### config.mk
export PLATFORM = sky130hd
export DESIGN_NAME = mwad_ram
export DESIGN_NICKNAME = d
export VERILOG_FILES = /design/src/mwad_ram.sv
export SDC_FILE = /design/constraint.sdc
export NUM_CORES = 2
export LEC_CHECK = 0
export ABC_CLOCK_PERIOD_IN_PS = 1900
export BUFFER_PORTS_ARGS = -buffer_cell sky130_fd_sc_hd__buf_2
export CORE_MARGIN = 2
export CORE_UTILIZATION = 57
export CTS_CLUSTER_DIAMETER = 30
export DETAILED_ROUTE_END_ITERATION = 8
export PLACE_DENSITY = 0.74
export SYNTH_ARGS = -nofsm -noshare
export SYNTH_HDL_FRONTEND = slang
export SYNTH_SLANG_ARGS = --single-unit
### constraint.sdc
create_clock -name clk -period 1.9 [get_ports clk]
set_input_delay 0.095 -clock clk [delete_from_list [all_inputs] [get_ports clk]]
set_output_delay 0.095 -clock clk [all_outputs]
set_load 0.02 [all_outputs]
### src/mwad_ram.sv
module mwad_ram #(
	parameter int WIDTH = 8,
	parameter int DEPTH = 256
) (
	input  logic                     clk,
	input  logic                     we,
	input  logic [$clog2(DEPTH)-1:0] waddr,
	input  logic [WIDTH-1:0]         wdata,
	input  logic [$clog2(DEPTH)-1:0] raddr,
	output logic [WIDTH-1:0]         rdata
);

	logic [WIDTH-1:0] mem [DEPTH];

	// One write port and one registered read port.
	always_ff @(posedge clk) begin
		if (we) begin
			mem[waddr] <= wdata;
		end
		rdata <= mem[raddr];
	end

endmodule

==> impl_results.md <==
- Status: complete, but fails checks
- Failing checks: setup timing
- Nets: 4678
- Synthesized flop and latch total: 2056
- Hold_ws: 0.0507 ns
- Reg2reg end: rdata[5]
- Row cnt: 137
- Pwr Total: 121000 uW
- First-pass GRT wire length: 327000 um
- Synth Instances: 3733
- Net count after synthesis: 3759
- Pwr dens: 1210 nW/um2
- Reg-to-reg setup timing slack: -0.40 ns
- Vias in the first global route: 47000
- Share of cells above drive strength 1: 0.383
- Max cap viols: 0
- CP max FO: 1
- Die W: 378 um
- Count of cell types in the netlist: 55
- Root buf cell: clkbuf_16
- Post-layout min period: 2.30 ns
- Critical path arrival: 3.10 ns
- Core area: 139000 um2
- Final period util: 1.21
- GRT overflow: 0
- Avg Synthesized Cell Area: 21.3 um2
- FF-to-FF Start: mem[83][5]
- RSZ-0062 raised after global routing: yes
- Async set-reset flop share out of synthesis: 0
- Clock Path Buffers: 4
- Worst-Skew Late Latency: 0.96 ns
- Drt wl/cell: 33.2 um
- Final WL: 227000 um
- Worst vdd ir: 1.14 mV
- R2R cell count: 7
- Slew of the pin with the lowest slew margin: 0.901 ns
- Crit. End Element: flop
- Slew headroom: 0.399
- Crit-path slowest cell: mux4_2
- Antenna violations before repair: 10
- CTS Sinks: 2056
- Critical path's top delay family: compound AO/OA/AOI/OAI gates
- IO buf count: 33
- Setup slack after layout: -0.397 ns
- P_leak: 0.0337 uW
- Yosys warning total: 0
- Place WS: -1.39 ns
- # DRC: 0
- Hold Path Class: in -> reg
- Slew Viols, Final: 0
- Area Growth Syn to Fin: 26.2%
- Worst-path clk slew: 0.06 ns
- Routed vias/inst: 6.65
- Slowest Stage Delay on Critical Path: 0.55 ns
- Final hold viol count: 0
- Post-synth top flop: edfxtp_1
- Antenna violation net count after detailed routing: 0
- Cell Area, Synth: 79600 um2
- CP bufs+invs: 1
- Highest Clock Rate: 435 MHz
- DR iter-0 viols: 7235
- Hold path startpoint: wdata[2]
- Worst Hold End: mem[243][2]
- DR vias: 45400
- CTS tree: yes
- GRT Total Usage: 0.322
- Starting Density: 0.572
- HPWL after detailed placement: 126000 um
- Pre-Repair DR Iteration Count: 7
- Setup Crit Path Kind: reg -> reg
- Largest net degree at the start of global routing: 109
- Postcts setup bufs: 0
- CP cell instances: mux4_2 > a22o_4 > a221oi_4 > o32ai_2 > nor3_2 > buf_4 > nor4_2
- Worst path depth: 7
- DIE AREA: 143000 um2
- Setup violators final: 10
- WP data required: 2.70 ns
- Number of synthesized flops with an enable pin: 2048
- Sequential element share of the synthesized area: 0.775
- Type of origin of the critical path: flop
- # IOs: 34
- Global placement routability congestion: 0.922
- Hold depth: 2
- Die height: 378 um
- H-Tree Level Count: 5
- Worst Skew: 0.0735 ns
- TritonCTS Buffers: 368
[worst max path at each step]
stage                     startpoint  endpoint  slack [ns]
after floorplan             raddr[0]  rdata[0]       -0.01
after global placement      raddr[0]  rdata[5]       -1.35
after detailed placement    raddr[0]  rdata[5]       -1.39
after CTS                 mem[80][6]  rdata[6]       -0.32
after global routing      mem[83][5]  rdata[5]       -0.41
final                     mem[83][5]  rdata[5]       -0.40
[power by group]
group	leakage (uW)	switching [uW]	internal, uW
logic	0.00928	3440	2260
registers	0.0185	133	50100
clock network	0.00592	22900	42400
total	0.0337	26500	94800
[placed cells by master, fill, tap and decap left out, types with 11 or more instances in the layout]
master	instances
nor2b_1	24
bufinv_16	46
a22oi_1	129
mux4_2	454
nand2_1	33
nor2_1	273
o22ai_1	27
o221ai_1	46
nor3_1	11
buf_4	632
nand3_1	34
clkinvlp_4	36
clkbuf_16	373
edfxtp_1	2048
buf_12	93
mux2i_1	134
buf_2	20
clkinv_4	28
inv_6	43
nor4_2	14
clkinv_2	46
clkbuf_1	38
dlygate4sd3_1	23
clkinv_1	31
a21oi_1	92
[cell usage after synthesis, types with 3 or more instances]
| cell type | number | share of area |
|---|---|---|
| edfxtp_1 | 2048 | 0.77 |
| mux4_2 | 454 | 0.13 |
| nor2_1 | 282 | 0.013 |
| mux2i_1 | 134 | 0.017 |
| a22oi_1 | 133 | 0.013 |
| clkbuf_1 | 111 | 0.0052 |
| a21oi_1 | 96 | 0.0060 |
| o221ai_1 | 46 | 0.0051 |
| nand3_1 | 34 | 0.0021 |
| nand2_1 | 33 | 0.0016 |
| buf_2 | 31 | 0.0020 |
| nor2b_1 | 31 | 0.0024 |
| o22ai_1 | 28 | 0.0022 |
| buf_4 | 27 | 0.0025 |
| nor4_1 | 24 | 0.0019 |
| buf_1 | 22 | 0.0010 |
| nor3_1 | 22 | 0.0014 |
| buf_6 | 21 | 0.0030 |
| a211oi_1 | 16 | 0.0015 |
| a221oi_1 | 13 | 0.0014 |
| buf_8 | 13 | 0.0025 |
| nand4_1 | 10 | 0.00079 |
| o211ai_1 | 10 | 0.00094 |
| o21ai_0 | 10 | 0.00063 |
| a22o_1 | 8 | 0.00088 |
| buf_12 | 8 | 0.0020 |
| dfxtp_1 | 8 | 0.0020 |
| nand2b_1 | 8 | 0.00063 |
| and2_1 | 6 | 0.00047 |
| o22a_1 | 5 | 0.00055 |
| o32ai_1 | 4 | 0.00044 |
| or2_2 | 4 | 0.00031 |
| nor4_2 | 3 | 0.00047 |
[through the flow]
stage	TNS (ns)	instance area [um2]	cells	utilization
detailed placement	-8.26	87400	6138	0.629
global placement	-8.04	87400	6138	0.629
finish	-2.67	100000	6817	0.722
CTS	-2.33	100000	6813	0.721
global route	-2.75	100000	6813	0.722
floorplan	-1.94	79800	3733	-
[state kept, by name, indices dropped and copies added, names as in the netlist]
name and count:
rdata 8, mem 2048
[cell type report]
class                      count  area, um2
clock buffer                 413       9500
clock inverter               241       2760
sequential                  2056      61700
tap                         1876       2350
multi-input combinational   1442      17000
timing repair buffer         782       7110
inverter                       2       7.51
antenna                        5       12.5
fill                        7265      38600
[cells by family (layout without fill, tap and decap cells)]
logic type / count (synthesis) / count (layout) / synth area share
AO/OA/AOI/OAI: 385 / 385 / 0.0342
other: 0 / 5 / 0
buffers and inverters: 235 / 1438 / 0.0183
flip-flops: 2056 / 2056 / 0.775
AND/OR/NAND/NOR: 466 / 466 / 0.0263
multiplexers: 591 / 591 / 0.146
[what timing repair did]
| item | 4_1_cts | 5_1_grt |
|---|---|---|
| endpoints found under the hold margin | 1663 | 0 |
| gates resized for setup | 60 | 30 |
| pin swaps | 22 | 14 |
| setup endpoints to repair | 11 | 53 |
| hold buffers | 23 | 0 |
| cloned | 0 | 0 |
[metal layers]
metal  wire length (um)  global-route usage  vias to the layer above
li1                   -                   -                    17700
met1              75700               0.424                    23000
met3              30400              0.0880                      747
met5                 79                   0                        -
met2             108000               0.499                     3917
met4              12700               0.168                       12
Power figures use the tool's default switching activity.
