File: src/mwad_pkg.sv
package mwad_pkg;

	// String capacity and the widths that follow from it.
	localparam int MAX_LEN = 4096;
	localparam int ADDR_W = $clog2(MAX_LEN);
	localparam int LEN_W = $clog2(MAX_LEN + 1);
	localparam int SYM_W = 8;
	localparam int NUM_SYM = 1 << SYM_W;
	localparam int DIST_W = SYM_W + 1;
	localparam int CNT_W = LEN_W;
	localparam int OUT_W = 13;
	localparam int OUT_MAX = (1 << OUT_W) - 1;

	// Job queue between the loader and the scan engine.
	localparam int JQ_DEPTH = 2;
	localparam int JQ_PTR_W = $clog2(JQ_DEPTH);
	localparam int JQ_CNT_W = $clog2(JQ_DEPTH + 1);

	// One finished string, handed from the loader to the scan engine.
	typedef struct packed {
		logic bank;
		logic [LEN_W-1:0] len;
		logic [DIST_W-1:0] n_kinds;
		logic ovf;
	} job_t;

	// Write into the symbol store.
	typedef struct packed {
		logic en;
		logic bank;
		logic [ADDR_W-1:0] addr;
		logic [SYM_W-1:0] data;
	} store_wr_t;

	// Release of a store bank once its scan is finished.
	typedef struct packed {
		logic en;
		logic bank;
	} rel_t;

	// Status of the scan engine.
	typedef struct packed {
		logic busy;
		logic bank;
	} back_stat_t;

	typedef enum logic [2:0] {
		BK_IDLE,
		BK_RD_R,
		BK_CNT_R,
		BK_UPD_R,
		BK_RD_L,
		BK_CNT_L,
		BK_UPD_L,
		BK_DONE
	} back_state_t;

	// Clamp a window length to the width of the result field.
	function automatic logic [OUT_W-1:0] sat_len(input logic [LEN_W-1:0] len);
		if (32'(len) > OUT_MAX) begin
			return OUT_W'(OUT_MAX);
		end
		return OUT_W'(len);
	endfunction

endpackage

File: src/mwad_job_fifo.sv
module mwad_job_fifo import mwad_pkg::*; (
	input  logic clk,
	input  logic arst_n,
	input  logic push,
	input  job_t push_job,
	input  logic pop,
	output logic not_empty,
	output logic full,
	output job_t head
);

	job_t                entry_q [JQ_DEPTH];
	logic [JQ_PTR_W-1:0] wp_q;
	logic [JQ_PTR_W-1:0] rp_q;
	logic [JQ_CNT_W-1:0] cnt_q;

	assign not_empty = (cnt_q != '0);
	assign full = (cnt_q == JQ_CNT_W'(JQ_DEPTH));
	assign head = entry_q[rp_q];

	// Entry storage; no reset needed on the payload.
	always_ff @(posedge clk) begin
		if (push) begin
			entry_q[wp_q] <= push_job;
		end
	end

	// Pointers and fill count.
	always_ff @(posedge clk or negedge arst_n) begin
		if (!arst_n) begin
			wp_q <= '0;
			rp_q <= '0;
			cnt_q <= '0;
		end else begin
			if (push) begin
				wp_q <= wp_q + JQ_PTR_W'(1);
			end
			if (pop) begin
				rp_q <= rp_q + JQ_PTR_W'(1);
			end
			if (push && !pop) begin
				cnt_q <= cnt_q + JQ_CNT_W'(1);
			end else if (pop && !push) begin
				cnt_q <= cnt_q - JQ_CNT_W'(1);
			end
		end
	end

endmodule

File: config.mk
export PLATFORM = sky130hd
export DESIGN_NAME = mwad_job_fifo
export DESIGN_NICKNAME = d
export VERILOG_FILES = /design/src/mwad_pkg.sv /design/src/mwad_job_fifo.sv
export SDC_FILE = /design/constraint.sdc
export NUM_CORES = 1
export LEC_CHECK = 0
export ABC_CLOCK_PERIOD_IN_PS = 2300
export CAP_MARGIN = 10
export CORE_ASPECT_RATIO = 1.5
export CORE_MARGIN = 2
export CORE_UTILIZATION = 57
export DETAILED_ROUTE_END_ITERATION = 12
export DONT_BUFFER_PORTS = 1
export GPL_ROUTABILITY_DRIVEN = 0
export PLACE_DENSITY_LB_ADDON = 0.2
export SKIP_CTS_REPAIR_TIMING = 1
export SYNTH_ARGS = -nofsm -noshare
export SYNTH_HDL_FRONTEND = slang
export SYNTH_SLANG_ARGS = --single-unit
File: constraint.sdc
create_clock -name clk -period 2.3 [get_ports clk]
set_input_delay 0.345 -clock clk [delete_from_list [all_inputs] [get_ports clk]]
set_output_delay 0.345 -clock clk [all_outputs]
set_load 0.05 [all_outputs]
==> results.cfg <==
[clock_network]
cts_buffers = 5
cts_tree = yes
cts_sinks = 52
clk_pin_slew_ns = 0.08
htreeDepth = 2
clk_latency_ns = 0.29
cts-root-buf = clkbuf_8
clock_path_buffers = 2

[worst_setup_path]
ff2ff_setup_slack_ns = 0.86
worstSetupPathType = flip-flop to output port
required_ns = 1.96
crit_fanout = 11
r2r-end = entry_q[0][15]$_DFFE_PP_
cp_slowest_cell = dfrtp_1
timing.rr.start = wp_q$_DFFE_PN0P_
worstSetupEndpointType = output port
slowest_delay_ns = 0.57
arrival_ns = 1.58
reg2reg_depth = 2
start_kind = flip-flop
crit_chain = buf_4, mux2_4

[grt]
track_usage_pct = 14.7
grt_pass1_wl_mm = 4.15
grt_pass1_vias = 872
grt-ovfl-total = 0
grt_antenna_before_repair = 0
grt_start_max_net_pins = 18

[floorplanning]
die-area_mm2 = 0.00405
core_area_mm2 = 0.00342
start_util_pct = 59.2
fp.dieH_um = 77.0
num_io_pins = 54
rows = 26
die_x_um = 52.6

[place]
place_ws_ns = 0.666
io_buffers = 0
dp_cells = 135
placement.cell_area_mm2 = 0.00206
hpwlAfterDp_mm = 1.93

[flow_run]
drv_cap = 0

[final_layout]
antennaDiodeCount = 0
final_cell_area_mm2 = 0.00218
stdcell_count = 144
area_growth_pct = 7.85
drive_gt1_share_pct = 37.3
multi_input_area_um2 = 429
finish.utilization_pct = 63.9
fin_nets = 130
n_fill_cell = 244
seqCellArea_mm2 = 0.00154

[drt]
dr.pass1.iters = 4
drt.antenna.violating_nets = 0
totalWireLength_mm = 2.65
drc = 0
drtIter0Drc = 17
wl_per_cell_um = 18.4
vias_per_cell = 5.51
vias = 794

[timing]
maxSlewViolCount = 0
finalSetupViolCount = 0
clock_skew_ns = 0.00365
max_freq_ghz = 0.518
tns_ns = 0
rsz0062_at_grt = false
worst_slew_pin_slew_ns = 0.419
period_share_pct = 83.9
max_slew_margin_pct = 71.9
post-route-min-period_ns = 1.93
whs_ns = 0.134
layout_setup_ws_ns = 0.371
hold_viol = 0

[pwr]
total_power_mw = 3.30
peakVddDrop_uv = 1320
leakage_nw = 0.803
powerDensity_mw_per_mm2 = 1510

[worst_hold_path]
min_from = pop
hold_class = input port to flip-flop
min_to = rp_q$_DFFE_PN0P_
holdPathStages = 1

[logic_synthesis]
synth_seq_cells = 52
syn_nets = 120
ys_warn_count = 0
ys_types = 14
synth_cells = 91
syn_area_per_cell_um2 = 22.2
yosysSeqAreaShare_pct = 76.2
syn_area_mm2 = 0.00202

[status]
status = completed
==> worst max-delay path by stage <==
stage,start,endpoint
finish,rp_q$_DFFE_PN0P_,head[7]
global route,rp_q$_DFFE_PN0P_,head[7]
CTS,rp_q$_DFFE_PN0P_,head[7]
detailed placement,rp_q$_DFFE_PN0P_,head[7]
global placement,rp_q$_DFFE_PN0P_,head[16]
floorplan,wp_q$_DFFE_PN0P_,entry_q[0][0]$_DFFE_PP_
==> cells in the mapped netlist <==
| cell | count | area share [%] |
|---|---|---|
| or2_2 | 1 | 0.31 |
| buf_6 | 1 | 0.56 |
| nor2b_1 | 2 | 0.62 |
| xor2_1 | 4 | 1.7 |
| xnor2_1 | 1 | 0.43 |
| edfxtp_1 | 48 | 71 |
| mux2_2 | 5 | 2.8 |
| mux2_4 | 19 | 14 |
| and2_1 | 1 | 0.31 |
| nor2_1 | 1 | 0.19 |
| buf_12 | 2 | 2.0 |
| ha_1 | 1 | 0.62 |
| inv_1 | 1 | 0.19 |
| dfrtp_1 | 4 | 4.9 |
==> registers in the layout, summed over array words and instances, names as in the netlist <==
| register | cells |
|---|---|
| cnt_q | 2 |
| rp_q | 1 |
| wp_q | 1 |
| entry_q | 48 |
==> layer usage <==
metal  track usage, %  vias to the layer above  wire, µm
li1                 -                      364         -
met1             13.6                      392       885
met2             26.1                       33      1480
met3             6.03                        5       241
met4             6.92                        0        41
met5                0                        -         0
==> final cells by class <==
cell class / instances / share of cell area [%]
Clock buffer: 6 / 3.33
Clock inverter: 2 / 1.61
Inverter: 1 / 0.172
Multi-Input combinational cell: 35 / 19.7
Sequential cell: 52 / 70.6
Tap cell: 42 / 2.41
Timing Repair Buffer: 6 / 2.18
==> power by group <==
group / total [mW] / switching [mW] / internal [mW]
clock: 0.575 / 0.253 / 0.322
sequential: 1.36 / 0.0933 / 1.26
combinational: 1.36 / 0.971 / 0.393
==> worst max-delay path, delay by kind of cell, from the launching register on <==
kind,cells,cell delay [ns]
multiplexers,1,0.41
buffers and inverters,1,0.31
flip-flops,1,0.57
==> cells by family after synthesis <==
family,Yosys count,share of synthesized area [%]
muxes,24,16.9
DFF,52,76.2
buffers and inverters,4,2.72
xor gates and xnor gates,5,2.16
and+or+nand+nor,5,1.42
adders and majority gates,1,0.618
==> cell usage in the layout, fill, tap and decap left out <==
| cell | instances |
|---|---|
| or2_2 | 1 |
| and2_1 | 1 |
| bufinv_16 | 1 |
| xor2_1 | 4 |
| dlygate4sd3_1 | 1 |
| edfxtp_1 | 48 |
| clkinv_2 | 1 |
| mux2_4 | 19 |
| buf_4 | 5 |
| nor2b_2 | 1 |
| xnor2_1 | 1 |
| ha_1 | 1 |
| inv_1 | 1 |
| dfrtp_1 | 4 |
| nor2_1 | 1 |
| mux2_2 | 5 |
| clkbuf_1 | 1 |
| nor2b_1 | 1 |
| clkbuf_8 | 5 |
(Power assumes the default switching activity.)
