$ cat config.mk
export PLATFORM = sky130hd
export DESIGN_NAME = mwad_back
export DESIGN_NICKNAME = d
export VERILOG_FILES = /design/src/mwad_pkg.sv /design/src/mwad_ram.sv /design/src/mwad_back.sv
export SDC_FILE = /design/constraint.sdc
export NUM_CORES = 2
export LEC_CHECK = 0
export ABC_AREA = 0
export ABC_CLOCK_PERIOD_IN_PS = 19900
export BUFFER_PORTS_ARGS = -buffer_cell sky130_fd_sc_hd__buf_2
export CORE_ASPECT_RATIO = 1.1
export CORE_MARGIN = 1
export CORE_UTILIZATION = 42
export CTS_CLUSTER_DIAMETER = 30
export DETAILED_ROUTE_END_ITERATION = 10
export PLACE_DENSITY_LB_ADDON = 0.3
export SYNTH_ARGS = -nofsm -noshare
export SYNTH_HDL_FRONTEND = slang
export SYNTH_SLANG_ARGS = --single-unit
$ cat constraint.sdc
create_clock -name clk -period 19.9 [get_ports clk]
set_input_delay 0.995 -clock clk [delete_from_list [all_inputs] [get_ports clk]]
set_output_delay 0.995 -clock clk [all_outputs]
set_load 0.005 [all_outputs]
$ cat src/mwad_pkg.sv
package mwad_pkg;

	// String capacity and the widths that follow from it.
	localparam int MAX_LEN = 4096;
	localparam int ADDR_W = $clog2(MAX_LEN);
	localparam int LEN_W = $clog2(MAX_LEN + 1);
	localparam int SYM_W = 8;
	localparam int NUM_SYM = 1 << SYM_W;
	localparam int DIST_W = SYM_W + 1;
	localparam int CNT_W = LEN_W;
	localparam int OUT_W = 13;
	localparam int OUT_MAX = (1 << OUT_W) - 1;

	// Job queue between the loader and the scan engine.
	localparam int JQ_DEPTH = 2;
	localparam int JQ_PTR_W = $clog2(JQ_DEPTH);
	localparam int JQ_CNT_W = $clog2(JQ_DEPTH + 1);

	// One finished string, handed from the loader to the scan engine.
	typedef struct packed {
		logic bank;
		logic [LEN_W-1:0] len;
		logic [DIST_W-1:0] n_kinds;
		logic ovf;
	} job_t;

	// Write into the symbol store.
	typedef struct packed {
		logic en;
		logic bank;
		logic [ADDR_W-1:0] addr;
		logic [SYM_W-1:0] data;
	} store_wr_t;

	// Release of a store bank once its scan is finished.
	typedef struct packed {
		logic en;
		logic bank;
	} rel_t;

	// Status of the scan engine.
	typedef struct packed {
		logic busy;
		logic bank;
	} back_stat_t;

	typedef enum logic [2:0] {
		BK_IDLE,
		BK_RD_R,
		BK_CNT_R,
		BK_UPD_R,
		BK_RD_L,
		BK_CNT_L,
		BK_UPD_L,
		BK_DONE
	} back_state_t;

	// Clamp a window length to the width of the result field.
	function automatic logic [OUT_W-1:0] sat_len(input logic [LEN_W-1:0] len);
		if (32'(len) > OUT_MAX) begin
			return OUT_W'(OUT_MAX);
		end
		return OUT_W'(len);
	endfunction

endpackage

$ cat src/mwad_ram.sv
module mwad_ram #(
	parameter int WIDTH = 8,
	parameter int DEPTH = 256
) (
	input  logic                     clk,
	input  logic                     we,
	input  logic [$clog2(DEPTH)-1:0] waddr,
	input  logic [WIDTH-1:0]         wdata,
	input  logic [$clog2(DEPTH)-1:0] raddr,
	output logic [WIDTH-1:0]         rdata
);

	logic [WIDTH-1:0] mem [DEPTH];

	// One write port and one registered read port.
	always_ff @(posedge clk) begin
		if (we) begin
			mem[waddr] <= wdata;
		end
		rdata <= mem[raddr];
	end

endmodule

$ cat src/mwad_back.sv
module mwad_back import mwad_pkg::*; (
	input  logic              clk,
	input  logic              arst_n,
	input  logic              job_valid,
	input  job_t              job,
	output logic              job_pop,
	output logic [ADDR_W-1:0] store_raddr,
	input  logic [SYM_W-1:0]  store_rdata,
	output rel_t              rel,
	output back_stat_t        stat,
	output logic              res_valid,
	input  logic              res_ready,
	output logic [OUT_W-1:0]  min_window,
	output logic              truncated
);

	back_state_t state_q;
	back_state_t state_nx;

	job_t               job_q;
	logic [LEN_W-1:0]   right_q;
	logic [LEN_W-1:0]   left_q;
	logic [LEN_W-1:0]   best_q;
	logic [DIST_W-1:0]  kinds_q;
	logic [SYM_W-1:0]   sym_q;
	logic               cnt_vld_q;
	logic [NUM_SYM-1:0] cvld_q;
	logic               res_valid_q;
	logic [OUT_W-1:0]   min_window_q;
	logic               truncated_q;

	logic               cnt_we;
	logic [CNT_W-1:0]   cnt_wdata;
	logic [CNT_W-1:0]   cnt_rdata;
	logic [CNT_W-1:0]   cnt_now;
	logic [DIST_W-1:0]  kinds_inc;
	logic [DIST_W-1:0]  kinds_dec;
	logic [LEN_W-1:0]   right_nx;
	logic [LEN_W-1:0]   win_len;
	logic               out_load;

	// Window counts; an entry whose valid bit is clear reads as zero.
	mwad_ram #(
		.WIDTH(CNT_W),
		.DEPTH(NUM_SYM)
	) u_counts (
		.clk  (clk),
		.we   (cnt_we),
		.waddr(sym_q),
		.wdata(cnt_wdata),
		.raddr(store_rdata),
		.rdata(cnt_rdata)
	);

	// Shared arithmetic of the window update.
	assign cnt_now = cnt_vld_q ? cnt_rdata : '0;
	assign kinds_inc = kinds_q + DIST_W'(cnt_now == '0);
	assign kinds_dec = kinds_q - DIST_W'(cnt_now == CNT_W'(1));
	assign right_nx = right_q + LEN_W'(1);
	assign win_len = right_q - left_q + LEN_W'(1);
	assign out_load = (state_q == BK_DONE) && (!res_valid_q || res_ready);

	// Next state of the scan sequencer.
	always_comb begin
		state_nx = state_q;
		case (state_q)
			BK_IDLE: begin
				if (job_valid) begin
					state_nx = BK_RD_R;
				end
			end
			BK_RD_R:  state_nx = BK_CNT_R;
			BK_CNT_R: state_nx = BK_UPD_R;
			BK_UPD_R: begin
				if (kinds_inc == job_q.n_kinds) begin
					state_nx = BK_RD_L;
				end else if (right_nx == job_q.len) begin
					state_nx = BK_DONE;
				end else begin
					state_nx = BK_RD_R;
				end
			end
			BK_RD_L:  state_nx = BK_CNT_L;
			BK_CNT_L: state_nx = BK_UPD_L;
			BK_UPD_L: begin
				if (kinds_dec == job_q.n_kinds) begin
					state_nx = BK_RD_L;
				end else if (right_nx == job_q.len) begin
					state_nx = BK_DONE;
				end else begin
					state_nx = BK_RD_R;
				end
			end
			BK_DONE: begin
				if (out_load) begin
					state_nx = BK_IDLE;
				end
			end
			default: state_nx = BK_IDLE;
		endcase
	end

	// Memory controls and handshakes of the sequencer.
	always_comb begin
		job_pop = 1'b0;
		store_raddr = right_q[ADDR_W-1:0];
		cnt_we = 1'b0;
		cnt_wdata = cnt_now + CNT_W'(1);
		rel.en = 1'b0;
		rel.bank = job_q.bank;
		case (state_q)
			BK_IDLE:  job_pop = job_valid;
			BK_RD_L:  store_raddr = left_q[ADDR_W-1:0];
			BK_UPD_R: cnt_we = 1'b1;
			BK_UPD_L: begin
				cnt_we = 1'b1;
				cnt_wdata = cnt_now - CNT_W'(1);
			end
			BK_DONE:  rel.en = out_load;
			default: begin
			end
		endcase
	end

	assign stat.busy = (state_q != BK_IDLE);
	assign stat.bank = job_q.bank;

	// Sequencer state and valid bits of the count memory.
	always_ff @(posedge clk or negedge arst_n) begin
		if (!arst_n) begin
			state_q <= BK_IDLE;
			cvld_q <= '0;
			res_valid_q <= 1'b0;
		end else begin
			state_q <= state_nx;
			if (job_pop) begin
				cvld_q <= '0;
			end else if (state_q == BK_UPD_R) begin
				cvld_q[sym_q] <= 1'b1;
			end
			if (out_load) begin
				res_valid_q <= 1'b1;
			end else if (res_ready) begin
				res_valid_q <= 1'b0;
			end
		end
	end

	// Window pointers, kind count and best length.
	always_ff @(posedge clk) begin
		case (state_q)
			BK_IDLE: begin
				if (job_valid) begin
					job_q <= job;
					right_q <= '0;
					left_q <= '0;
					kinds_q <= '0;
					best_q <= job.len;
				end
			end
			BK_CNT_R, BK_CNT_L: begin
				sym_q <= store_rdata;
				cnt_vld_q <= cvld_q[store_rdata];
			end
			BK_UPD_R: begin
				kinds_q <= kinds_inc;
				if (kinds_inc != job_q.n_kinds) begin
					right_q <= right_nx;
				end
			end
			BK_UPD_L: begin
				kinds_q <= kinds_dec;
				left_q <= left_q + LEN_W'(1);
				if (win_len < best_q) begin
					best_q <= win_len;
				end
				if (kinds_dec != job_q.n_kinds) begin
					right_q <= right_nx;
				end
			end
			default: begin
			end
		endcase
		if (out_load) begin
			min_window_q <= sat_len(best_q);
			truncated_q <= job_q.ovf;
		end
	end

	assign res_valid = res_valid_q;
	assign min_window = min_window_q;
	assign truncated = truncated_q;

endmodule

==> flow_summary.yaml <==
route:
  dr_total_vias: 75241
  first_pass_iters: 6
  vias_per_cell: 5.86
  drtIter0Drc: 8594
  wl_per_cell_um: 29.4
  drc_errors: 0
  drt_wl_total_mm: 377
  ant_nets: 0
critical_path:
  ff2ff_setup_slack_ns: 14.19
  worst_ep_required_time_ns: 20.83
  end_kind: "flop"
  worstPathArrival_ns: 7.29
  path_max_fanout: 68
  slowest_delay_ns: 1.19
  worstPathCellList: "buf_8 > buf_4 > buf_4 > buf_4 > buf_4 > mux4_2 > a22o_1 > a211oi_1 > o41ai_1 > a41oi_1 > nor3_1"
  crit_family: "buffers and inverters"
  cp_num_buf_inv: 5
  rr_startpoint: "cnt_vld_q"
  start_kind: "primary input"
  critical_path_class: "primary input to flop"
  cpMaxStageDelayCell: "o41ai_1"
  critPathMostFrequentCell: "buf_4"
  reg2reg_to: "right_q[5]"
  r2r_cells: 12
cells_and_area:
  synthToLayoutAreaGrowth_pct: 19.7
  fillers: 27176
  regArea_um2: 110000
  drive_gt1_frac: 0.306
  fin_area_um2: 174000
  nNetsFinal: 7829
  instances_no_fill: 12848
  multiInputGateArea_um2: 33800
global_routing:
  overflow: 0
  grt_pass1_wl_mm: 547
  met1_usage: 0.292
  use_met3: 0.0401
  met2_usage: 0.353
  grt_usage: 0.215
  grt_pass1_vias: 77045
  grt_max_degree: 197
  antenna_found_initial: 12
  busiest_layer: "met2"
placement:
  dp_cells: 11676
  place.gp.congestion: 0.829
  placed_area_um2: 152000
  detailed_place_hpwl_mm: 216
  portBuffers: 67
sta:
  fin_skew_ns: 0.0616
  slew_violations: 0
  finalSetupViolCount: 0
  hold_slack_ns: 0.0135
  maxSlewHeadroom: 0.0611
  timing.setup.tns_ns: 0
  tightest_slew_ns: 1.39
  period_needed_ns: 6.36
  max_freq_mhz: 157
  post-route-period-util: 0.319
  grt_setup_unrepaired: "false"
  hold_viol_final: 0
die:
  fp.dieH_um: 619
  initial_utilization: 0.422
  rows: 226
  fp.dieArea_um2: 348000
  die_x_um: 563
  io_pins: 68
  fp.coreArea_um2: 344000
clock_network:
  tritoncts: "built"
  htreeDepth: 6
  clock_sinks: 3696
  cts_resized: 0
  hold_buffers: 0
  path_clk_slew_ns: 0.05
  cts_setup_buffers: 0
  clk_latency_ns: 1.03
  cts_max_path_buffers: 4
  cts_buffers: 631
  cts_root_buf: "clkbuf_16"
synth:
  synth_edf_count: 3423
  syn_nets: 7246
  syn-cell-area_um2: 145000
  syn_inst: 7166
  avgSynthCellArea_um2: 20.3
  netlist.area_leader.share: 0.707
  yosysTopAreaCell: "edfxtp_1"
  async_flop_share: 0.0703
  yosysWarningCount: 0
  synth.most_common_cell: "edfxtp_1"
  synth_cell_types: 69
  synth.area.top_cells: "edfxtp_1, mux4_2, dfrtp_1"
  synth-seq-cells: 3696
  synth-main-ff-cell: "edfxtp_1"
  synth_commonest_cells: "edfxtp_1, mux4_2, nor2_1, a21oi_1, dfrtp_1"
  ys_seq_area_frac: 0.754
pwr:
  max-vdd-ir-drop_v: 0.0000913
  p_leak_nw: 58.2
  p_per_area_nw_per_um2: 128
run_status:
  outcome: "complete, no violations"
worst_hold_path:
  hp-class: "primary input to asynchronous set/reset pin"
run:
  maxCapViolCount: 0
==> worst reg2reg max path: stages, from the launching register on <==
cell	delay, ns
edfxtp_1	0.36
buf_4	0.40
nand2_4	0.73
a2111oi_2	1.22
ha_1	0.33
ha_1	0.33
nor3b_1	0.41
xnor2_1	0.13
nor3_1	0.22
nand4_1	0.15
nor3_1	0.42
a22oi_1	0.17
and2_1	0.46
==> layout make-up <==
class / count / share of cell area
flip-flops and latches: 3696 / 0.630
multi-input cells: 2973 / 0.194
clock buffers: 714 / 0.0948
well taps: 4560 / 0.0328
clock inverters: 454 / 0.0295
repair buffers: 404 / 0.0173
inverters: 43 / 0.000971
diodes: 4 / 0.0000576
==> stage by stage <==
stage	setup WS, ns	total power, mW	util
final	13.54	22.3	0.505
after CTS	13.61	22.4	0.505
after global routing	13.24	22.9	0.505
after global placement	12.61	11.5	0.442
after detailed placement	12.51	11.6	0.442
after floorplan	6.46	10.9	-
==> kinds of logic (layout without fill, tap and decap cells) <==
logic type	after synthesis	after routing	share of synthesized area
other	0	4	0
and+or+nand+nor	965	965	0.0280
muxes	1151	1151	0.161
AOI/OAI and AO/OA	744	744	0.0323
xor gates and xnor gates	69	69	0.00474
buffers and inverters	497	1615	0.0162
DFF	3696	3696	0.754
adders and majority gates	44	44	0.00384
==> routing by layer <==
metal	up-vias	wire length, um
met2	3402	186000
met5	-	26
li1	30900	-
met1	40298	151000
met4	4	11200
met3	637	28900
==> placed cells by master, fill, tap and decap left out, drive strengths merged, types with 60 or more instances in the layout <==
| cell type | n |
|---|---|
| mux2i | 189 |
| nand2 | 137 |
| inv | 116 |
| clkbuf | 714 |
| buf | 404 |
| bufinv | 78 |
| clkinvlp | 70 |
| nor2 | 612 |
| mux4 | 945 |
| o221ai | 72 |
| nand3 | 60 |
| clkinv | 233 |
| a21oi | 355 |
| edfxtp | 3423 |
| a22oi | 98 |
| dfrtp | 260 |
==> flip-flops by register name, summed over array words and instances, names as in the netlist, 9 cells and up <==
| signal | flops |
|---|---|
| u_counts.mem | 3328 |
| cvld_q | 256 |
| job_q | 23 |
| kinds_q | 9 |
| right_q | 13 |
| min_window | 13 |
| left_q | 13 |
| u_counts.rdata | 13 |
| best_q | 13 |
==> power breakdown <==
part	switching [mW]	total [mW]	internal [mW]
sequential	0.127	9.34	9.22
clock	3.85	10.9	7.02
combinational	1.51	2.08	0.568
==> how the worst max path moves through the flow <==
stage / from / end / slack, ns / cells past startpoint
detailed placement: store_rdata[1] / u_counts.rdata[3] / 12.51 / 12
finish: store_rdata[1] / u_counts.rdata[10] / 13.54 / 11
CTS: store_rdata[1] / u_counts.rdata[3] / 13.61 / 12
global placement: store_rdata[1] / u_counts.rdata[3] / 12.61 / 12
global route: store_rdata[0] / u_counts.rdata[10] / 13.24 / 11
floorplan: state_q[2] / u_counts.mem[0][4] / 6.46 / 6
(Power assumes the default switching activity.)
