--- config.mk ---
export PLATFORM = sky130hd
export DESIGN_NAME = mwad_front
export DESIGN_NICKNAME = d
export VERILOG_FILES = /design/src/mwad_pkg.sv /design/src/mwad_front.sv
export SDC_FILE = /design/constraint.sdc
export NUM_CORES = 1
export LEC_CHECK = 0
export ABC_AREA = 1
export BUFFER_PORTS_ARGS = -buffer_cell sky130_fd_sc_hd__buf_2
export CAP_MARGIN = 25
export CORE_MARGIN = 3
export CORE_UTILIZATION = 40
export DETAILED_ROUTE_END_ITERATION = 10
export REMOVE_ABC_BUFFERS = 1
export SYNTH_ARGS = -nofsm -noshare
export SYNTH_HDL_FRONTEND = slang
export SYNTH_SLANG_ARGS = --single-unit
--- constraint.sdc ---
create_clock -name clk -period 3.27 [get_ports clk]
set_input_delay 0.4905 -clock clk [delete_from_list [all_inputs] [get_ports clk]]
set_output_delay 0.4905 -clock clk [all_outputs]
set_load 0.01 [all_outputs]
--- src/mwad_pkg.sv ---
package mwad_pkg;

	// String capacity and the widths that follow from it.
	localparam int MAX_LEN = 4096;
	localparam int ADDR_W = $clog2(MAX_LEN);
	localparam int LEN_W = $clog2(MAX_LEN + 1);
	localparam int SYM_W = 8;
	localparam int NUM_SYM = 1 << SYM_W;
	localparam int DIST_W = SYM_W + 1;
	localparam int CNT_W = LEN_W;
	localparam int OUT_W = 13;
	localparam int OUT_MAX = (1 << OUT_W) - 1;

	// Job queue between the loader and the scan engine.
	localparam int JQ_DEPTH = 2;
	localparam int JQ_PTR_W = $clog2(JQ_DEPTH);
	localparam int JQ_CNT_W = $clog2(JQ_DEPTH + 1);

	// One finished string, handed from the loader to the scan engine.
	typedef struct packed {
		logic bank;
		logic [LEN_W-1:0] len;
		logic [DIST_W-1:0] n_kinds;
		logic ovf;
	} job_t;

	// Write into the symbol store.
	typedef struct packed {
		logic en;
		logic bank;
		logic [ADDR_W-1:0] addr;
		logic [SYM_W-1:0] data;
	} store_wr_t;

	// Release of a store bank once its scan is finished.
	typedef struct packed {
		logic en;
		logic bank;
	} rel_t;

	// Status of the scan engine.
	typedef struct packed {
		logic busy;
		logic bank;
	} back_stat_t;

	typedef enum logic [2:0] {
		BK_IDLE,
		BK_RD_R,
		BK_CNT_R,
		BK_UPD_R,
		BK_RD_L,
		BK_CNT_L,
		BK_UPD_L,
		BK_DONE
	} back_state_t;

	// Clamp a window length to the width of the result field.
	function automatic logic [OUT_W-1:0] sat_len(input logic [LEN_W-1:0] len);
		if (32'(len) > OUT_MAX) begin
			return OUT_W'(OUT_MAX);
		end
		return OUT_W'(len);
	endfunction

endpackage

--- src/mwad_front.sv ---
module mwad_front import mwad_pkg::*; (
	input  logic             clk,
	input  logic             arst_n,
	input  logic             sym_valid,
	output logic             sym_ready,
	input  logic [SYM_W-1:0] symbol,
	input  logic             last,
	input  rel_t             rel,
	output store_wr_t        store_wr,
	output logic             job_push,
	output job_t             job_in
);

	logic               bank_q;
	logic [1:0]         busy_q;
	logic [LEN_W-1:0]   len_q;
	logic [DIST_W-1:0]  dist_q;
	logic               ovf_q;
	logic [NUM_SYM-1:0] seen_q;

	logic              accept;
	logic              full;
	logic              new_kind;
	logic [LEN_W-1:0]  len_nx;
	logic [DIST_W-1:0] dist_nx;
	logic              ovf_nx;
	logic [1:0]        busy_nx;

	// A request is taken only while the current bank holds no string in work.
	assign sym_ready = !busy_q[bank_q];
	assign accept = sym_valid && sym_ready;
	assign full = (len_q == LEN_W'(MAX_LEN));
	assign new_kind = !full && !seen_q[symbol];

	assign len_nx = full ? len_q : len_q + LEN_W'(1);
	assign dist_nx = dist_q + DIST_W'(new_kind);
	assign ovf_nx = ovf_q || full;

	// Store the symbol unless the bank is already full.
	assign store_wr.en = accept && !full;
	assign store_wr.bank = bank_q;
	assign store_wr.addr = len_q[ADDR_W-1:0];
	assign store_wr.data = symbol;

	// The last symbol closes the string and hands it over as a job.
	assign job_push = accept && last;
	assign job_in.bank = bank_q;
	assign job_in.len = len_nx;
	assign job_in.n_kinds = dist_nx;
	assign job_in.ovf = ovf_nx;

	// Bank ownership: released by the scan engine, claimed by a closed string.
	always_comb begin
		busy_nx = busy_q;
		if (rel.en) begin
			busy_nx[rel.bank] = 1'b0;
		end
		if (accept && last) begin
			busy_nx[bank_q] = 1'b1;
		end
	end

	// Per-string bookkeeping and bank ownership.
	always_ff @(posedge clk or negedge arst_n) begin
		if (!arst_n) begin
			bank_q <= 1'b0;
			busy_q <= '0;
			len_q <= '0;
			dist_q <= '0;
			ovf_q <= 1'b0;
			seen_q <= '0;
		end else begin
			busy_q <= busy_nx;
			if (accept) begin
				if (last) begin
					bank_q <= !bank_q;
					len_q <= '0;
					dist_q <= '0;
					ovf_q <= 1'b0;
					seen_q <= '0;
				end else begin
					len_q <= len_nx;
					dist_q <= dist_nx;
					ovf_q <= ovf_nx;
					if (new_kind) begin
						seen_q[symbol] <= 1'b1;
					end
				end
			end
		end
	end

endmodule

==> impl_metrics.json, run 1 <==
{
  "dieWidth_um": 217.5,
  "p_per_area_nw_per_um2": 464.5,
  "grt_pass1_wl_mm": 99.98,
  "dieArea_um2": 47330,
  "hpwl_mm": 36.02,
  "vdd_drop_max_uv": 416.9,
  "drcViolationCount": 0,
  "crit_type": "reg2out",
  "met2_usage_pct": 40.54,
  "pwr-share-clk_pct": 37.5,
  "areaGrowthSynthToFinish_pct": 17.87,
  "start_util_pct": 41.01,
  "yosys.area.top_type": "dfrtp_1",
  "cp_data_arrival_time_ns": 3.12,
  "antenna_found_initial": 0,
  "clk_pin_slew_ns": 0.06,
  "r2r_end": "seen_q[220]",
  "slew_violations": 0,
  "yosys_most_used_dff": "dfrtp_1",
  "cp_cell_sequence": "nand2_1 -> o21ai_1 -> nand2_1 -> nand2_2 -> nand2_2 -> nand2_2 -> nor2_4 -> nor2_2 -> nor2_2 -> nand2_1 -> nand2_1 -> nand2_2 -> nor2_4 -> ha_4 -> ha_4 -> nand3_4 -> nor3_4 -> nand3_2 -> xor2_2 -> buf_2",
  "synth_top_area_share_pct": 39.42,
  "hold_violations": 0,
  "hold_path_class": "in2reg",
  "n_antenna_cell": 0,
  "clkLatencyLatePin_ns": 0.56,
  "synth.distinct_cells": 30,
  "leakage_uw": 0.01277,
  "use_met3_pct": 5.211,
  "dpl-instance-area_um2": 19400,
  "cts.htree.levels": 2,
  "n_fill_cell": 4249,
  "cts_sinks": 282,
  "setup_tns_ns": -1.752,
  "synth_area_um2": 17900,
  "crit_required_ns": 2.78,
  "r2r_slack_ns": 0.20,
  "ys_seq_elements": 282,
  "grt-busiest-layer": "met2",
  "pre_cts_slack_ns": -0.8457,
  "die_height_um": 217.5,
  "crit_path_start_kind": "flip-flop",
  "internal_power_uw": 6252,
  "setup_ws_ns": -0.3383,
  "yosysWarnings": 0,
  "grt_max_degree": 151,
  "drt_pass1_iterations": 5,
  "synthTopCellsByArea": "dfrtp_1 39%, nand2_1 19%, nand4_1 9.3%, nand3_1 8.1%, a21o_1 7.9%",
  "grt_overflow": 0,
  "drive_above_1_share_pct": 15.18,
  "synthArstFlopShare_pct": 100.0,
  "nNetsFinal": 2619,
  "track_usage_pct": 26.27,
  "reg2reg_depth": 25,
  "routed_wl_mm": 63.49,
  "cp-startpoint": "seen_q[159]",
  "worst_pin_slew_ns": 0.8590,
  "yosysMostFrequentCell": "nand2_1",
  "status": "complete, but fails checks",
  "crit-reg2reg-launch": "seen_q[220]",
  "hold_slack_ns": 0.1992,
  "synth.avg_cell_area_um2": 7.092,
  "critPathSlowestCell": "dfrtp_1",
  "min_period_ns": 3.608,
  "clock_path_buffers": 3,
  "root_buffer": "clkbuf_16",
  "slew_headroom_pct": 42.74,
  "cts_made_buffers": 35,
  "cp-end-kind": "output port",
  "timing.final.crit_share_pct": 110.3,
  "cts_tree": "built",
  "seq_power_share_pct": 37.1,
  "gp_congestion": 0.9034,
  "synth-seq-area-share_pct": 39.42,
  "vias_per_cell": 5.833,
  "crit_fanout": 2,
  "synth_edf_count": 0,
  "vias": 18710,
  "setup-violations-final": 7,
  "final_cell_area_um2": 21100,
  "failed_checks": "negative setup slack",
  "ant_nets": 0,
  "first_global_vias": 17700,
  "netSwitchingPower_uw": 3550,
  "rsz0062_at_grt": "yes",
  "core-area_um2": 43650,
  "io_pins": 62,
  "swShare_pct": 36.22,
  "slowest_delay_ns": 0.41,
  "power_frac_comb_pct": 25.3,
  "fmax_mhz": 277.1,
  "clock_skew_ns": 0.02230,
  "numPortBuffers": 61,
  "wl_per_cell_um": 19.80,
  "synth_top_cells_by_count": "916 x nand2_1, 291 x nand3_1, 282 x dfrtp_1",
  "endpoint": "job_in[9]",
  "use_met1_pct": 36.53,
  "drtIter0Drc": 2116,
  "synthesis.instances": 2524,
  "rows": 76,
  "drv_cap": 0
}
-- sequential cells by signal, indices dropped and copies added (netlist names) --
| name | count |
|---|---|
| seen_q | 256 |
| len_q | 13 |
| dist_q | 9 |
| busy_q | 2 |
| bank_q | 1 |
| ovf_q | 1 |
-- worst min path at each step --
stage / startpoint / endpoint / slack, ns / cells after the start
detailed placement: dist_q[0] / dist_q[0] / 0.49 / 2
CTS: rel[0] / busy_q[0] / 0.17 / 3
global route: rel[0] / busy_q[0] / 0.22 / 3
floorplan: arst_n / bank_q / 0.19 / 0
global placement: seen_q[244] / seen_q[244] / 0.48 / 2
finish: rel[0] / busy_q[0] / 0.20 / 3
-- cells by family (layout without fill, tap and decap cells) --
logic type | Yosys count | in the layout | share of synthesized area [%]
AND/OR/NAND/NOR | 1567 | 1567 | 38.85
flip-flops | 282 | 282 | 39.42
adder cells (fa/ha/maj) | 4 | 4 | 0.2796
multiplexers | 1 | 1 | 0.05592
AO/OA/AOI/OAI | 288 | 288 | 10.88
XOR/XNOR | 19 | 19 | 0.9296
buffers and inverters | 363 | 461 | 9.590
-- layer usage --
layer | routed length (um) | vias up
met5 | 0 | -
li1 | - | 8605
met2 | 28590 | 778
met4 | 2462 | 0
met1 | 27510 | 9156
met3 | 4933 | 168
-- timing repair --
| action | in CTS | in global routing |
|---|---|---|
| gates cloned | 2 | 0 |
| hold endpoints to repair | 46 | 0 |
| endpoints found under the setup margin | 196 | 174 |
| pin swaps | 17 | 24 |
| hold buffers | 1 | 0 |
| resized for setup | 43 | 43 |
| buffers inserted | 35 | 11 |
-- critical path: cells and delay by family (launching register included) --
family                     cells  cell delay, ns
buffers and inverters          1            0.14
adders and majority gates      2            0.32
xor gates and xnor gates       1            0.19
AOI/OAI and AO/OA              1            0.08
and+or+nand+nor               15            1.45
DFF                            1            0.41
-- metrics by stage --
step	std cells	power, uW	utilization, %
floorplan	2279	4773	-
global placement	3106	6062	44.45
detailed placement	3106	6070	44.45
CTS	3200	9808	47.94
global route	3207	10180	48.34
finish	3207	9801	48.34
-- area by class of cell --
class | count | area [um2] | share of cell area [%]
sequential | 282 | 7057 | 33.44
tap | 585 | 732.0 | 3.469
multi-input combinational | 1879 | 9345 | 44.29
inverter | 118 | 467.9 | 2.218
clock inverter | 12 | 77.57 | 0.3676
timing repair buffer | 285 | 2462 | 11.67
clock buffer | 46 | 958.4 | 4.542
-- cell usage in the layout, fill, tap and decap left out, types with 2 or more instances in the layout --
master / synthesis / final
nand2_1: 916 / 899
nand3_1: 291 / 289
dfrtp_1: 282 / 282
nand4_1: 267 / 267
a21o_1: 188 / 188
buf_4: 67 / 181
inv_1: 113 / 106
nor2_1: 78 / 71
buf_2: 39 / 58
o21ai_0: 60 / 47
clkbuf_16: 0 / 36
o21ai_1: 25 / 33
buf_12: 0 / 25
nand2_2: 0 / 17
xor2_1: 19 / 14
buf_6: 7 / 14
clkinv_2: 0 / 9
inv_2: 4 / 8
clkbuf_1: 112 / 8
nor2_2: 2 / 7
o22ai_1: 7 / 7
a31o_2: 6 / 6
xor2_2: 0 / 5
o21ai_2: 0 / 4
nor4_1: 4 / 4
nor2_4: 1 / 3
nor3_1: 6 / 3
inv_8: 0 / 3
ha_4: 0 / 3
buf_16: 0 / 3
nor3_2: 0 / 2
nand3_4: 0 / 2
clkbuf_8: 0 / 2
buf_8: 0 / 2
-- power groups by stage --
stage	Combinational [uW]	Clock, uW	Sequential [uW]
2_1_floorplan	1080	0	3700
3_3_place_gp	2370	0	3690
3_5_place_dp	2380	0	3690
4_1_cts	2430	3740	3630
5_1_grt	2640	3890	3650
6_report	2480	3680	3640
No activity file was read; power rests on OpenSTA's default activity.
==> run 2, diff against run 1 <==
MAX_ROUTING_LAYER = met4   (was unset)
==> run 2 against run 1 <==
  * The flow still finishes with violations (negative setup slack)
  * Combinational power hardly changed
  * Setup slack worse by 0.024 ns
  * Critical path depth is 1 lower
  * Die area stayed put
  * Non-clock buffer count is 1 lower
  * Core utilization is 0.080 points lower
  * Design area is 0.17% lower
  * Routed wire length is 0.33% lower
  * Hold slack better by 0.00060 ns
  * Highest routed layer unchanged
  * Register-to-register slack hardly changed
==> impl_metrics.json, run 2 (synthesis results as in run 1) <==
{
  "vias": 18720,
  "routed_wl_mm": 63.29,
  "hold_violations": 0,
  "timing.final.crit_share_pct": 111.1,
  "n_antenna_cell": 0,
  "setup-violations-final": 7,
  "leakage_uw": 0.01276,
  "io_pins": 62,
  "worst_pin_slew_ns": 1.111,
  "first_global_vias": 17700,
  "crit_type": "in2out",
  "slowest_delay_ns": 0.25,
  "reg2reg_depth": 25,
  "crit_required_ns": 2.78,
  "critPathBufInv": 4,
  "slew_headroom_pct": 25.97,
  "crit_path_start_kind": "input pin",
  "track_usage_pct": 27.06,
  "largest_registers": "seen_q x256, len_q x13, dist_q x9",
  "path_delay_family": "simple AND/OR/NAND/NOR gates",
  "cp.depth": 19,
  "grt_overflow": 0,
  "crit-reg2reg-launch": "seen_q[220]",
  "grt-busiest-layer": "met2",
  "wl_per_cell_um": 19.74,
  "power_uw": 9770,
  "clkLatencyLatePin_ns": 0.56,
  "cp-end-kind": "output port",
  "cts_tree": "built",
  "use_met1_pct": 36.73,
  "cts_sinks": 282,
  "hpwl_mm": 36.02,
  "dieArea_um2": 47330,
  "dieWidth_um": 217.5,
  "hold_path_class": "in2reg",
  "nNetsFinal": 2618,
  "drcViolationCount": 0,
  "seq_power_share_pct": 37.2,
  "rows": 76,
  "status": "complete, but fails checks",
  "clk_pin_slew_ns": 0.05,
  "cts_made_buffers": 35,
  "slew_violations": 0,
  "hold_slack_ns": 0.1998,
  "rsz0062_at_grt": "yes",
  "swShare_pct": 36.13,
  "clock_skew_ns": 0.01897,
  "gp_congestion": 0.9189,
  "drive_above_1_share_pct": 15.07,
  "numPortBuffers": 61,
  "top_register": "seen_q",
  "power_frac_comb_pct": 25.2,
  "pwr-share-clk_pct": 37.6,
  "drtIter0Drc": 2089,
  "drt_pass1_iterations": 6,
  "die_height_um": 217.5,
  "core-area_um2": 43650,
  "cp-startpoint": "symbol[0]",
  "layout_commonest_cell": "nand2_1",
  "internal_power_uw": 6240,
  "cts.htree.levels": 2,
  "r2r_slack_ns": 0.20,
  "setup_ws_ns": -0.3622,
  "fmax_mhz": 275.3,
  "crit_fanout": 14,
  "start_util_pct": 41.01,
  "areaGrowthSynthToFinish_pct": 17.68,
  "drv_cap": 0,
  "cp_cell_sequence": "buf_8 -> buf_12 -> buf_12 -> o21ai_0 -> nand2_1 -> nand2_1 -> nand2_1 -> nand2_2 -> o21ai_4 -> nand2_1 -> o21ai_2 -> nand2_2 -> nor2_4 -> ha_4 -> nand3_1 -> nor3_2 -> nand3_1 -> xor2_1 -> buf_2",
  "critPathSlowestCell": "xor2_1",
  "netSwitchingPower_uw": 3530,
  "endpoint": "job_in[8]",
  "met2_usage_pct": 40.46,
  "largest_reg_flops": 256,
  "vdd_drop_max_uv": 412.3,
  "vias_per_cell": 5.839,
  "use_met3_pct": 5.114,
  "final_cell_mix": "899 x nand2_1, 289 x nand3_1, 282 x dfrtp_1",
  "failed_checks": "negative setup slack",
  "p_per_area_nw_per_um2": 463.8,
  "critPathMostFrequentCell": "nand2_1",
  "min_period_ns": 3.632,
  "root_buffer": "clkbuf_16",
  "cp_data_arrival_time_ns": 3.14,
  "r2r_end": "seen_q[220]",
  "antenna_found_initial": 0,
  "grt_max_degree": 151,
  "grt_pass1_wl_mm": 100.0,
  "n_fill_cell": 4252,
  "clock_path_buffers": 3,
  "pre_cts_slack_ns": -0.8457,
  "ant_nets": 0
}
## run 2: cell types whose count changed in the layout (fill, tap and decap cells not counted), sizes merged
cell / delta
buf: -2
clkbuf: +1
## run 2: worst min path at each step
stage | startpoint | end | slack [ns] | cells past startpoint
2_1_floorplan | arst_n | bank_q | 0.19 | 0
3_3_place_gp | seen_q[244] | seen_q[244] | 0.48 | 2
3_5_place_dp | dist_q[0] | dist_q[0] | 0.49 | 2
4_1_cts | rel[0] | busy_q[0] | 0.17 | 3
5_1_grt | rel[0] | busy_q[0] | 0.22 | 3
6_report | rel[0] | busy_q[0] | 0.20 | 3
## run 2: repair_timing
action                                  4_1_cts  5_1_grt
gates resized for setup                      43       41
hold buffers                                  1        0
endpoints found under the setup margin      196      196
buffers inserted                             35       11
gates cloned                                  2        0
pin swaps                                    17       24
hold endpoints to repair                     46        0
## run 2: cell type report
| cell class | count | area [um2] | share of cell area [%] |
|---|---|---|---|
| flip-flops and latches | 282 | 7057 | 33.50 |
| repair buffers | 284 | 2437 | 11.57 |
| multi-input cells | 1879 | 9335 | 44.32 |
| well taps | 585 | 732.0 | 3.475 |
| clock buffers | 46 | 958.4 | 4.550 |
| clock inverters | 12 | 77.57 | 0.3683 |
| inverters | 118 | 467.9 | 2.221 |
## run 2: routing by layer
metal	vias up	routed length, um
met4	0	2355
li1	8598	-
met3	159	5216
met1	9132	27190
met5	-	0
met2	830	28530
## run 2: worst register-to-register path, delay by kind of cell (launching register included)
family / cells / cell delay, ns
buffers and inverters: 22 / 2.39
and+or+nand+nor: 3 / 0.24
DFF: 1 / 0.36
## run 2: through the flow
step | setup TNS [ns] | area (um2) | instances | util, %
after CTS | -1.919 | 20930 | 3200 | 47.94
final | -1.841 | 21070 | 3206 | 48.26
after floorplan | -1421.94 | 16630 | 2279 | -
after global placement | -158.15 | 19400 | 3106 | 44.45
after detailed placement | -156.37 | 19400 | 3106 | 44.45
after global routing | -3.063 | 21070 | 3206 | 48.26
## run 2: power groups by stage
stage	clock [uW]	combinational, uW	sequential (uW)
3_5_place_dp	0	2380	3690
6_report	3670	2460	3640
4_1_cts	3740	2430	3630
3_3_place_gp	0	2370	3690
2_1_floorplan	0	1080	3700
5_1_grt	3890	2620	3650
